### config.mk
export PLATFORM = sky130hd
export DESIGN_NAME = calibrated_color_classifier_top
export DESIGN_NICKNAME = d
export VERILOG_FILES = /design/src/rtl/cccl_pkg.sv /design/src/rtl/cccl_front.sv /design/src/rtl/cccl_queue.sv /design/src/rtl/cccl_back.sv /design/src/rtl/calibrated_color_classifier_top.sv
export SDC_FILE = /design/constraint.sdc
export NUM_CORES = 1
export LEC_CHECK = 0
export BUFFER_PORTS_ARGS = -buffer_cell sky130_fd_sc_hd__buf_4
export CELL_PAD_IN_SITES_DETAIL_PLACEMENT = 1
export CELL_PAD_IN_SITES_GLOBAL_PLACEMENT = 1
export CORE_MARGIN = 2
export CORE_UTILIZATION = 45
export CTS_BUF_LIST = sky130_fd_sc_hd__clkbuf_16
export DETAILED_ROUTE_END_ITERATION = 10
export PLACE_DENSITY = 0.82
export REMOVE_ABC_BUFFERS = 1
export SYNTH_ARGS = -nofsm -noshare
export SYNTH_HDL_FRONTEND = slang
export SYNTH_SLANG_ARGS = --single-unit
### constraint.sdc
create_clock -name clock -period 8.7 [get_ports clock]
set_input_delay 0.87 -clock clock [delete_from_list [all_inputs] [get_ports clock]]
set_output_delay 0.87 -clock clock [all_outputs]
set_load 0.02 [all_outputs]
### src/rtl/cccl_pkg.sv
// Package for the calibrated color classifier.
// Shared types, register indexes, color codes and classification thresholds.
// No dependencies.
package cccl_pkg;

   localparam int DUR_W   = 17;
   localparam int QUO_W   = 8;
   localparam int NUM_W   = DUR_W + QUO_W;
   localparam int LANES   = 3;
   localparam int CSR_IDX_W = 3;
   localparam int CODE_W  = 4;
   localparam int SUM_W   = 10;

   typedef enum logic [CSR_IDX_W-1:0] {
      CSR_WHITE_RED   = 3'd0,
      CSR_WHITE_GREEN = 3'd1,
      CSR_WHITE_BLUE  = 3'd2,
      CSR_BLACK_RED   = 3'd3,
      CSR_BLACK_GREEN = 3'd4,
      CSR_BLACK_BLUE  = 3'd5,
      CSR_CAL_MASK    = 3'd6
   } csr_index_type;

   typedef enum logic [CODE_W-1:0] {
      CC_NOT_INIT = 4'd0,
      CC_BLACK    = 4'd1,
      CC_BLUE     = 4'd2,
      CC_DEFAULT  = 4'd3,
      CC_GRAY     = 4'd4,
      CC_GREEN    = 4'd5,
      CC_RED      = 4'd6,
      CC_WHITE    = 4'd7,
      CC_YELLOW   = 4'd8
   } color_code_type;

   localparam logic [QUO_W-1:0] YEL_R_MIN    = 8'd150;
   localparam logic [QUO_W-1:0] YEL_G_MAX    = 8'd220;
   localparam logic [QUO_W-1:0] YEL_B_MAX    = 8'd200;
   localparam logic [SUM_W-1:0] BLACK_SUM    = 10'd100;
   localparam logic [SUM_W-1:0] WHITE_SUM    = 10'd600;
   localparam logic [QUO_W-1:0] WHITE_SPREAD = 8'd40;
   localparam logic [QUO_W-1:0] GRAY_SPREAD  = 8'd30;
   localparam logic [QUO_W-1:0] RED_MIN      = 8'd240;
   localparam logic [QUO_W-1:0] GRN_G_MIN    = 8'd235;
   localparam logic [QUO_W-1:0] GRN_RB_MAX   = 8'd230;
   localparam logic [QUO_W:0]   BLUE_MARGIN  = 9'd40;

   // One reading after conditioning: per-lane distance to the black point
   // and calibration span. Disabled lanes carry a zero distance over a span of one.
   typedef struct packed {
      logic [LANES-1:0][DUR_W-1:0] delta;
      logic [LANES-1:0][DUR_W-1:0] span;
      logic                        cal;
   } cccl_item_type;

endpackage

### src/rtl/cccl_front.sv
// Front end: calibration registers, duration conditioning and clamping.
// Uses cccl_pkg; feeds cccl_queue.
module cccl_front import cccl_pkg::*; #(
   parameter int TIMEOUT_DURATION = 100000
) (
   input  logic                 clock,
   input  logic                 reset,
   input  logic                 csr_valid,
   input  logic [CSR_IDX_W-1:0] csr_index,
   input  logic [DUR_W-1:0]     csr_wdata,
   input  logic [DUR_W-1:0]     dur_red,
   input  logic [DUR_W-1:0]     dur_green,
   input  logic [DUR_W-1:0]     dur_blue,
   output cccl_item_type        item
);

   localparam int TO_W = $clog2(TIMEOUT_DURATION + 1);
   localparam int XW   = (TO_W > DUR_W) ? TO_W : DUR_W;
   localparam logic [XW-1:0] TIMEOUT_X = XW'(TIMEOUT_DURATION);

   logic [LANES-1:0][DUR_W-1:0] white_ff, white_in;
   logic [LANES-1:0][DUR_W-1:0] black_ff, black_in;
   logic [1:0]                  mask_ff, mask_in;
   logic [LANES-1:0][DUR_W-1:0] dur;

   assign dur[0] = dur_red;
   assign dur[1] = dur_green;
   assign dur[2] = dur_blue;

   always_comb begin
      white_in = white_ff;
      black_in = black_ff;
      mask_in  = mask_ff;
      if (csr_valid) begin
         case (csr_index)
            CSR_WHITE_RED:   white_in[0] = csr_wdata;
            CSR_WHITE_GREEN: white_in[1] = csr_wdata;
            CSR_WHITE_BLUE:  white_in[2] = csr_wdata;
            CSR_BLACK_RED:   black_in[0] = csr_wdata;
            CSR_BLACK_GREEN: black_in[1] = csr_wdata;
            CSR_BLACK_BLUE:  black_in[2] = csr_wdata;
            CSR_CAL_MASK:    mask_in     = csr_wdata[1:0];
            default: ;
         endcase
      end
   end

   always_ff @(posedge clock) begin
      if (reset) begin
         white_ff <= '0;
         black_ff <= '0;
         mask_ff  <= '0;
      end else begin
         white_ff <= white_in;
         black_ff <= black_in;
         mask_ff  <= mask_in;
      end
   end

   assign item.cal = (mask_ff == 2'b11);

   for (genvar l = 0; l < LANES; l++) begin : g_lane
      logic [XW-1:0]    xe, xlo, wx, bx;
      logic             lane_en;
      logic [DUR_W-1:0] xc, delta_l, span_l;

      assign wx = XW'(white_ff[l]);
      assign bx = XW'(black_ff[l]);

      always_comb begin
         // timeout and over-range both read as the full timeout
         xe = XW'(dur[l]);
         if (dur[l] == '0 || xe > TIMEOUT_X) begin
            xe = TIMEOUT_X;
         end
         xlo = (xe < wx) ? wx : xe;
         xc  = (xlo > bx) ? black_ff[l] : xlo[DUR_W-1:0];
         lane_en = item.cal && (white_ff[l] < black_ff[l]);
         if (lane_en) begin
            delta_l = black_ff[l] - xc;
            span_l  = black_ff[l] - white_ff[l];
         end else begin
            delta_l = '0;
            span_l  = DUR_W'(1);
         end
      end

      assign item.delta[l] = delta_l;
      assign item.span[l]  = span_l;
   end

endmodule

### src/rtl/cccl_queue.sv
// Two-entry queue between front end and divider back end.
// Uses cccl_pkg.
module cccl_queue import cccl_pkg::*; (
   input  logic          clock,
   input  logic          reset,
   input  logic          push,
   input  cccl_item_type push_data,
   output logic          full,
   input  logic          pop,
   output logic          not_empty,
   output cccl_item_type head
);

   cccl_item_type mem_ff [2];
   logic          wr_ptr_ff, wr_ptr_in;
   logic          rd_ptr_ff, rd_ptr_in;
   logic [1:0]    count_ff, count_in;

   assign full      = (count_ff == 2'd2);
   assign not_empty = (count_ff != 2'd0);
   assign head      = mem_ff[rd_ptr_ff];

   always_comb begin
      wr_ptr_in = push ? ~wr_ptr_ff : wr_ptr_ff;
      rd_ptr_in = pop ? ~rd_ptr_ff : rd_ptr_ff;
      count_in  = count_ff + 2'(push) - 2'(pop);
   end

   always_ff @(posedge clock) begin
      if (push) begin
         mem_ff[wr_ptr_ff] <= push_data;
      end
   end

   always_ff @(posedge clock) begin
      if (reset) begin
         wr_ptr_ff <= 1'b0;
         rd_ptr_ff <= 1'b0;
         count_ff  <= 2'd0;
      end else begin
         wr_ptr_ff <= wr_ptr_in;
         rd_ptr_ff <= rd_ptr_in;
         count_ff  <= count_in;
      end
   end

endmodule

### src/rtl/cccl_back.sv
// Back end: three restoring dividers (one quotient bit per cycle),
// classification and the result register. Uses cccl_pkg.
module cccl_back import cccl_pkg::*; (
   input  logic                clock,
   input  logic                reset,
   input  logic                q_not_empty,
   input  cccl_item_type       q_head,
   output logic                q_pop,
   output logic                rsp_valid,
   input  logic                rsp_stall,
   output logic [CODE_W-1:0]   rsp_color_code,
   output logic [QUO_W-1:0]    rsp_norm_red,
   output logic [QUO_W-1:0]    rsp_norm_green,
   output logic [QUO_W-1:0]    rsp_norm_blue
);

   localparam int CNT_W = $clog2(QUO_W);

   typedef enum logic [2:0] {
      ST_IDLE  = 3'b001,
      ST_DIV   = 3'b010,
      ST_CLASS = 3'b100
   } state_type;

   state_type                   state_ff, state_in;
   logic [CNT_W-1:0]            cnt_ff, cnt_in;
   logic                        cal_ff, cal_in;
   logic [LANES-1:0][DUR_W-1:0] rem_ff, rem_in;
   logic [LANES-1:0][DUR_W-1:0] den_ff, den_in;
   logic [LANES-1:0][QUO_W-1:0] nlo_ff, nlo_in;
   logic [LANES-1:0][QUO_W-1:0] quo_ff, quo_in;
   logic [LANES-1:0][DUR_W-1:0] rem_step, rem_load;
   logic [LANES-1:0][QUO_W-1:0] nlo_load, quo_step;

   logic                        out_valid_ff, out_valid_in;
   logic [CODE_W-1:0]           code_ff, code_in;
   logic [LANES-1:0][QUO_W-1:0] norm_ff, norm_in;
   logic                        out_free;
   color_code_type              class_code;

   function automatic color_code_type classify(input logic [QUO_W-1:0] r,
                                               input logic [QUO_W-1:0] g,
                                               input logic [QUO_W-1:0] b);
      logic [QUO_W-1:0] mx, mn, spread;
      logic [SUM_W-1:0] sum;
      color_code_type   c;
      mx = r;
      mn = r;
      if (g > mx) mx = g;
      if (b > mx) mx = b;
      if (g < mn) mn = g;
      if (b < mn) mn = b;
      spread = mx - mn;
      sum = SUM_W'(r) + SUM_W'(g) + SUM_W'(b);
      if (r > YEL_R_MIN && g < YEL_G_MAX && b < YEL_B_MAX) c = CC_YELLOW;
      else if (sum < BLACK_SUM) c = CC_BLACK;
      else if (sum > WHITE_SUM && spread < WHITE_SPREAD) c = CC_WHITE;
      else if (spread < GRAY_SPREAD) c = CC_GRAY;
      else if (r > RED_MIN) c = CC_RED;
      else if (g > GRN_G_MIN && r < GRN_RB_MAX && b < GRN_RB_MAX) c = CC_GREEN;
      else if ({1'b0, b} > {1'b0, r} + BLUE_MARGIN && {1'b0, b} > {1'b0, g} + BLUE_MARGIN)
         c = CC_BLUE;
      else c = CC_DEFAULT;
      return c;
   endfunction

   // dividend is delta*255 < span*256, so its top DUR_W bits start below span
   for (genvar l = 0; l < LANES; l++) begin : g_div
      logic [NUM_W-1:0] num;
      logic [DUR_W:0]   trial;
      logic             ge;

      assign num = {q_head.delta[l], QUO_W'(0)} - NUM_W'(q_head.delta[l]);
      assign rem_load[l] = num[NUM_W-1:QUO_W];
      assign nlo_load[l] = num[QUO_W-1:0];

      assign trial       = {rem_ff[l], nlo_ff[l][QUO_W-1]};
      assign ge          = (trial >= {1'b0, den_ff[l]});
      assign rem_step[l] = ge ? DUR_W'(trial - {1'b0, den_ff[l]}) : trial[DUR_W-1:0];
      assign quo_step[l] = {quo_ff[l][QUO_W-2:0], ge};
   end

   assign class_code = cal_ff ? classify(quo_ff[0], quo_ff[1], quo_ff[2]) : CC_NOT_INIT;
   assign out_free   = !out_valid_ff || !rsp_stall;
   assign q_pop      = (state_ff == ST_IDLE) && q_not_empty;

   always_comb begin
      state_in     = state_ff;
      cnt_in       = cnt_ff;
      cal_in       = cal_ff;
      rem_in       = rem_ff;
      den_in       = den_ff;
      nlo_in       = nlo_ff;
      quo_in       = quo_ff;
      out_valid_in = out_valid_ff && rsp_stall;
      code_in      = code_ff;
      norm_in      = norm_ff;
      case (state_ff)
         ST_IDLE: begin
            if (q_not_empty) begin
               rem_in   = rem_load;
               nlo_in   = nlo_load;
               den_in   = q_head.span;
               cal_in   = q_head.cal;
               quo_in   = '0;
               cnt_in   = CNT_W'(QUO_W - 1);
               state_in = ST_DIV;
            end
         end
         ST_DIV: begin
            rem_in = rem_step;
            quo_in = quo_step;
            for (int l = 0; l < LANES; l++) begin
               nlo_in[l] = nlo_ff[l] << 1;
            end
            cnt_in = cnt_ff - CNT_W'(1);
            if (cnt_ff == '0) begin
               state_in = ST_CLASS;
            end
         end
         ST_CLASS: begin
            if (out_free) begin
               out_valid_in = 1'b1;
               code_in      = class_code;
               norm_in      = quo_ff;
               state_in     = ST_IDLE;
            end
         end
         default: state_in = ST_IDLE;
      endcase
   end

   always_ff @(posedge clock) begin
      if (reset) begin
         state_ff     <= ST_IDLE;
         cnt_ff       <= '0;
         out_valid_ff <= 1'b0;
      end else begin
         state_ff     <= state_in;
         cnt_ff       <= cnt_in;
         out_valid_ff <= out_valid_in;
      end
   end

   always_ff @(posedge clock) begin
      cal_ff  <= cal_in;
      rem_ff  <= rem_in;
      den_ff  <= den_in;
      nlo_ff  <= nlo_in;
      quo_ff  <= quo_in;
      code_ff <= code_in;
      norm_ff <= norm_in;
   end

   assign rsp_valid      = out_valid_ff;
   assign rsp_color_code = code_ff;
   assign rsp_norm_red   = norm_ff[0];
   assign rsp_norm_green = norm_ff[1];
   assign rsp_norm_blue  = norm_ff[2];

endmodule

### src/rtl/calibrated_color_classifier_top.sv
// Top level of the calibrated color classifier.
// Uses cccl_pkg, cccl_front, cccl_queue, cccl_back.
//
// channel  dir  handshake              payload
// req_     in   req_valid / req_stall  red/green/blue_duration (17 b each)
// rsp_     out  rsp_valid / rsp_stall  color_code (4 b), norm_red/green/blue (8 b)
// csr_     in   csr_valid / csr_ready  csr_index (3 b), csr_wdata (17 b)
//
// Each reading passes through the back end as one load, eight quotient bits of
// the three lane dividers, one classify into the result register. The next
// reading is loaded only after classify has written the result register, and
// classify waits while rsp_stall holds. A two-entry queue lets req_ beats be taken
// while the dividers work or a result waits under rsp_stall. Reset is synchronous
// and clears calibration registers to zero; csr_ready is always high.
module calibrated_color_classifier_top import cccl_pkg::*; #(
   parameter int TIMEOUT_DURATION = 100000
) (
   input  logic                 clock,
   input  logic                 reset,
   input  logic                 req_valid,
   output logic                 req_stall,
   input  logic [DUR_W-1:0]     req_red_duration,
   input  logic [DUR_W-1:0]     req_green_duration,
   input  logic [DUR_W-1:0]     req_blue_duration,
   output logic                 rsp_valid,
   input  logic                 rsp_stall,
   output logic [CODE_W-1:0]    rsp_color_code,
   output logic [QUO_W-1:0]     rsp_norm_red,
   output logic [QUO_W-1:0]     rsp_norm_green,
   output logic [QUO_W-1:0]     rsp_norm_blue,
   input  logic                 csr_valid,
   output logic                 csr_ready,
   input  logic [CSR_IDX_W-1:0] csr_index,
   input  logic [DUR_W-1:0]     csr_wdata
);

   cccl_item_type front_item, q_head;
   logic          q_full, q_not_empty, q_pop, q_push;

   assign csr_ready = 1'b1;
   assign req_stall = q_full;
   assign q_push    = req_valid && !q_full;

   cccl_front #(
      .TIMEOUT_DURATION(TIMEOUT_DURATION)
   ) u_front (
      .clock     (clock),
      .reset     (reset),
      .csr_valid (csr_valid),
      .csr_index (csr_index),
      .csr_wdata (csr_wdata),
      .dur_red   (req_red_duration),
      .dur_green (req_green_duration),
      .dur_blue  (req_blue_duration),
      .item      (front_item)
   );

   cccl_queue u_queue (
      .clock     (clock),
      .reset     (reset),
      .push      (q_push),
      .push_data (front_item),
      .full      (q_full),
      .pop       (q_pop),
      .not_empty (q_not_empty),
      .head      (q_head)
   );

   cccl_back u_back (
      .clock          (clock),
      .reset          (reset),
      .q_not_empty    (q_not_empty),
      .q_head         (q_head),
      .q_pop          (q_pop),
      .rsp_valid      (rsp_valid),
      .rsp_stall      (rsp_stall),
      .rsp_color_code (rsp_color_code),
      .rsp_norm_red   (rsp_norm_red),
      .rsp_norm_green (rsp_norm_green),
      .rsp_norm_blue  (rsp_norm_blue)
   );

endmodule

==> impl_metrics.yaml <==
floorplan:
  pin_count: 107
  core_um2: 74400
  initial_core_util: 0.455
  dieArea_um2: 77500
  dieHeight_um: 278
  std_cell_rows: 100
  die_w_um: 278
critical_path:
  regToRegStartpoint: "u_front.g_lane[2].wx[10]"
  reg2reg_depth: 35
  startpoint_type: "input port"
  crit_arrival_ps: 8520
  worstReg2RegEnd: "u_queue.mem_ff[0][102]"
  cp_slowest_cell: "or3b_2"
  cp.required_ps: 9150
  slowest_delay_ps: 470
  reg2reg_slack_ps: 1680
  crit_type: "input port to flop"
  path_max_fanout: 7
  end_kind: "flop"
synth:
  syn_area_um2: 33900
  synth.avg_cell_area_um2: 9.48
  synth_edf_count: 385
  synthCells: 3572
  async_flop_share: 0
  synth_seq_cells: 501
  yosysWarnings: 0
  synthTopCellsByArea: "edfxtp_1, ha_1, dfxtp_1"
  synth.distinct_cells: 85
  post-synth-top-area-cell: "edfxtp_1"
  ys_seq_area_frac: 0.410
  synth.top_cell.area_share: 0.341
  synth-main-ff-cell: "edfxtp_1"
placed_design:
  dpl-instance-area_um2: 36100
  io_buffers: 105
  hpwl_um: 73700
  gp_congestion: 0.923
finish:
  diodes: 0
  fin_nets: 4148
  post-route-cell-area_um2: 37900
  seq_area_um2: 13900
  drive_above_1_share: 0.111
  fill_cells: 8441
  syn_to_final_growth_pct: 11.9
  utilization: 0.509
  layout_commonest_cell: "nand2_1"
  multi_input_area_um2: 18600
  mostFrequentLayoutCells: "nand2_1, edfxtp_1, ha_1"
clock_network:
  clk_latency_ps: 630
  clock_path_buffers: 3
  clkTransAtPathRegs_ps: 70
  cts.sinks: 501
  cts_tree: "done"
  cts-htree-levels: 2
  ctsHoldBuffers: 0
  cts-root-buf: "clkbuf_16"
  cts_inserted_buffers: 55
sta:
  fin_skew_ps: 22.7
  rsz0062_at_grt: "no"
  max_freq_mhz: 124
  min_period_over_period: 0.928
  setup_viol: 0
  final_max_slew_viol_count: 0
  hold_viol_final: 0
  slew_headroom: 0.220
  tns_ps: 0
  hold_slack_ps: 452
  min_period_ps: 8080
  tightest_slew_ps: 1170
flow_run:
  cap_violations: 0
worst_hold_path:
  hold_path_class: "flop to flop"
  hold-path-cell-count: 2
  holdCritStartpoint: "u_front.g_lane[0].wx[10]"
  hold_end: "u_front.g_lane[0].wx[10]"
detailed_routing:
  routed_via_density: 5.67
  drt_iter0_drc: 1408
  wl_per_cell_um: 20.6
  wl_um: 97200
  drt_pass1_iterations: 5
  ant_nets: 0
  drt_drc_violations_left: 0
  vias: 26800
global_routing:
  grt_pass1_wl_um: 155000
  grt_usage: 0.249
  grt_max_degree: 71
  grt.overflow.total: 0
  grt_pass1_vias: 28500
  antenna_found_initial: 2
pwr:
  total_power_mw: 13.5
  cellPowerDensity_nw_per_um2: 356
  total_leakage_power_nw: 15.2
  ir_drop_mv: 0.283
run_status:
  status: "completed"
through the flow:
step | std cells | setup slack (ps)
3_3_place_gp | 4620 | 0.590
2_1_floorplan | 3468 | -723
4_1_cts | 4719 | 329
6_report | 4724 | 624
3_5_place_dp | 4620 | -330
5_1_grt | 4724 | 13.6
repair_timing:
| action | CTS | global route |
|---|---|---|
| setup endpoints to repair | 0 | 16 |
| buffers inserted | 0 | 5 |
| hold endpoints to repair | 0 | 0 |
| gates resized for setup | 0 | 16 |
synthesized netlist by cell type (16+ instances only):
| cell | n |
|---|---|
| nor3b_1 | 17 |
| nand2_1 | 409 |
| o211ai_1 | 26 |
| a21o_1 | 80 |
| ha_1 | 347 |
| nand3_1 | 67 |
| mux2_2 | 94 |
| clkbuf_1 | 82 |
| o21ai_0 | 194 |
| edfxtp_1 | 385 |
| mux2i_1 | 94 |
| nand2b_1 | 36 |
| a21oi_1 | 323 |
| a31oi_1 | 16 |
| nor3_1 | 76 |
| nor2_1 | 285 |
| xor2_1 | 73 |
| o21bai_1 | 19 |
| nand4_1 | 41 |
| a211oi_1 | 25 |
| and2_1 | 49 |
| inv_1 | 280 |
| xnor2_1 | 110 |
| o21a_1 | 31 |
| dfxtp_1 | 116 |
| nor2b_1 | 52 |
| and3_1 | 27 |
power breakdown:
| part | switching [mW] | total (mW) | leakage, nW | internal, mW |
|---|---|---|---|---|
| Combinational | 4.41 | 7.46 | 9.61 | 3.06 |
| Sequential | 0.414 | 3.77 | 4.65 | 3.35 |
| Clock | 0.997 | 2.28 | 0.917 | 1.28 |
area by class of cell:
class | count | area share
inverter | 281 | 0.0278
timing repair buffer | 188 | 0.0372
sequential | 501 | 0.366
multi-input combinational | 2686 | 0.491
clock inverter | 43 | 0.00838
clock buffer | 56 | 0.0370
tap | 969 | 0.0320
registers in the layout (all words and copies together), names as in the netlist, 3 cells and up, named ones only:
signal	cells
u_front.g_lane.wx	51
u_back.rsp_color_code	4
u_back.rsp_norm_blue	8
u_back.quo_ff	24
u_back.den_ff	51
u_front.g_lane.bx	51
u_back.g_div.trial	54
u_back.state_ff	3
u_back.cnt_ff	3
u_back.rsp_norm_red	8
u_back.rsp_norm_green	8
u_queue.mem_ff	206
u_back.nlo_ff	21
per-layer routing:
| metal | track usage | up-vias | routed length [um] |
|---|---|---|---|
| met5 | 0 | - | 0 |
| met4 | 0.0708 | 0 | 2670 |
| met3 | 0.0243 | 147 | 3320 |
| met2 | 0.443 | 494 | 47900 |
| met1 | 0.321 | 13100 | 43300 |
| li1 | - | 13100 | - |
worst max path at each step:
stage          slack (ps)                   start                endpoint
2_1_floorplan        -720    req_blue_duration[1]  u_queue.mem_ff[0][102]
3_5_place_dp         -330     req_red_duration[1]   u_queue.mem_ff[0][68]
3_3_place_gp          0.6  req_green_duration[16]   u_queue.mem_ff[0][85]
4_1_cts               330     req_red_duration[1]   u_queue.mem_ff[0][68]
5_1_grt                10     req_red_duration[1]   u_queue.mem_ff[0][68]
6_report              620    req_blue_duration[1]  u_queue.mem_ff[0][102]
cell families after synthesis:
group	share of synthesized area
AOI/OAI and AO/OA	0.151
xor gates and xnor gates	0.0473
adders and majority gates	0.135
buffers and inverters	0.0433
DFF	0.410
muxes	0.0590
other	0.000111
and+or+nand+nor	0.154
worst max-delay path: cells and delay by family:
kind | cells | cell delay, ps
AND/OR/NAND/NOR | 10 | 1520
multiplexers | 2 | 520
AO/OA/AOI/OAI | 25 | 4260
buffers and inverters | 1 | 110
adder cells (fa/ha/maj) | 4 | 1210
(Power assumes the default switching activity.)
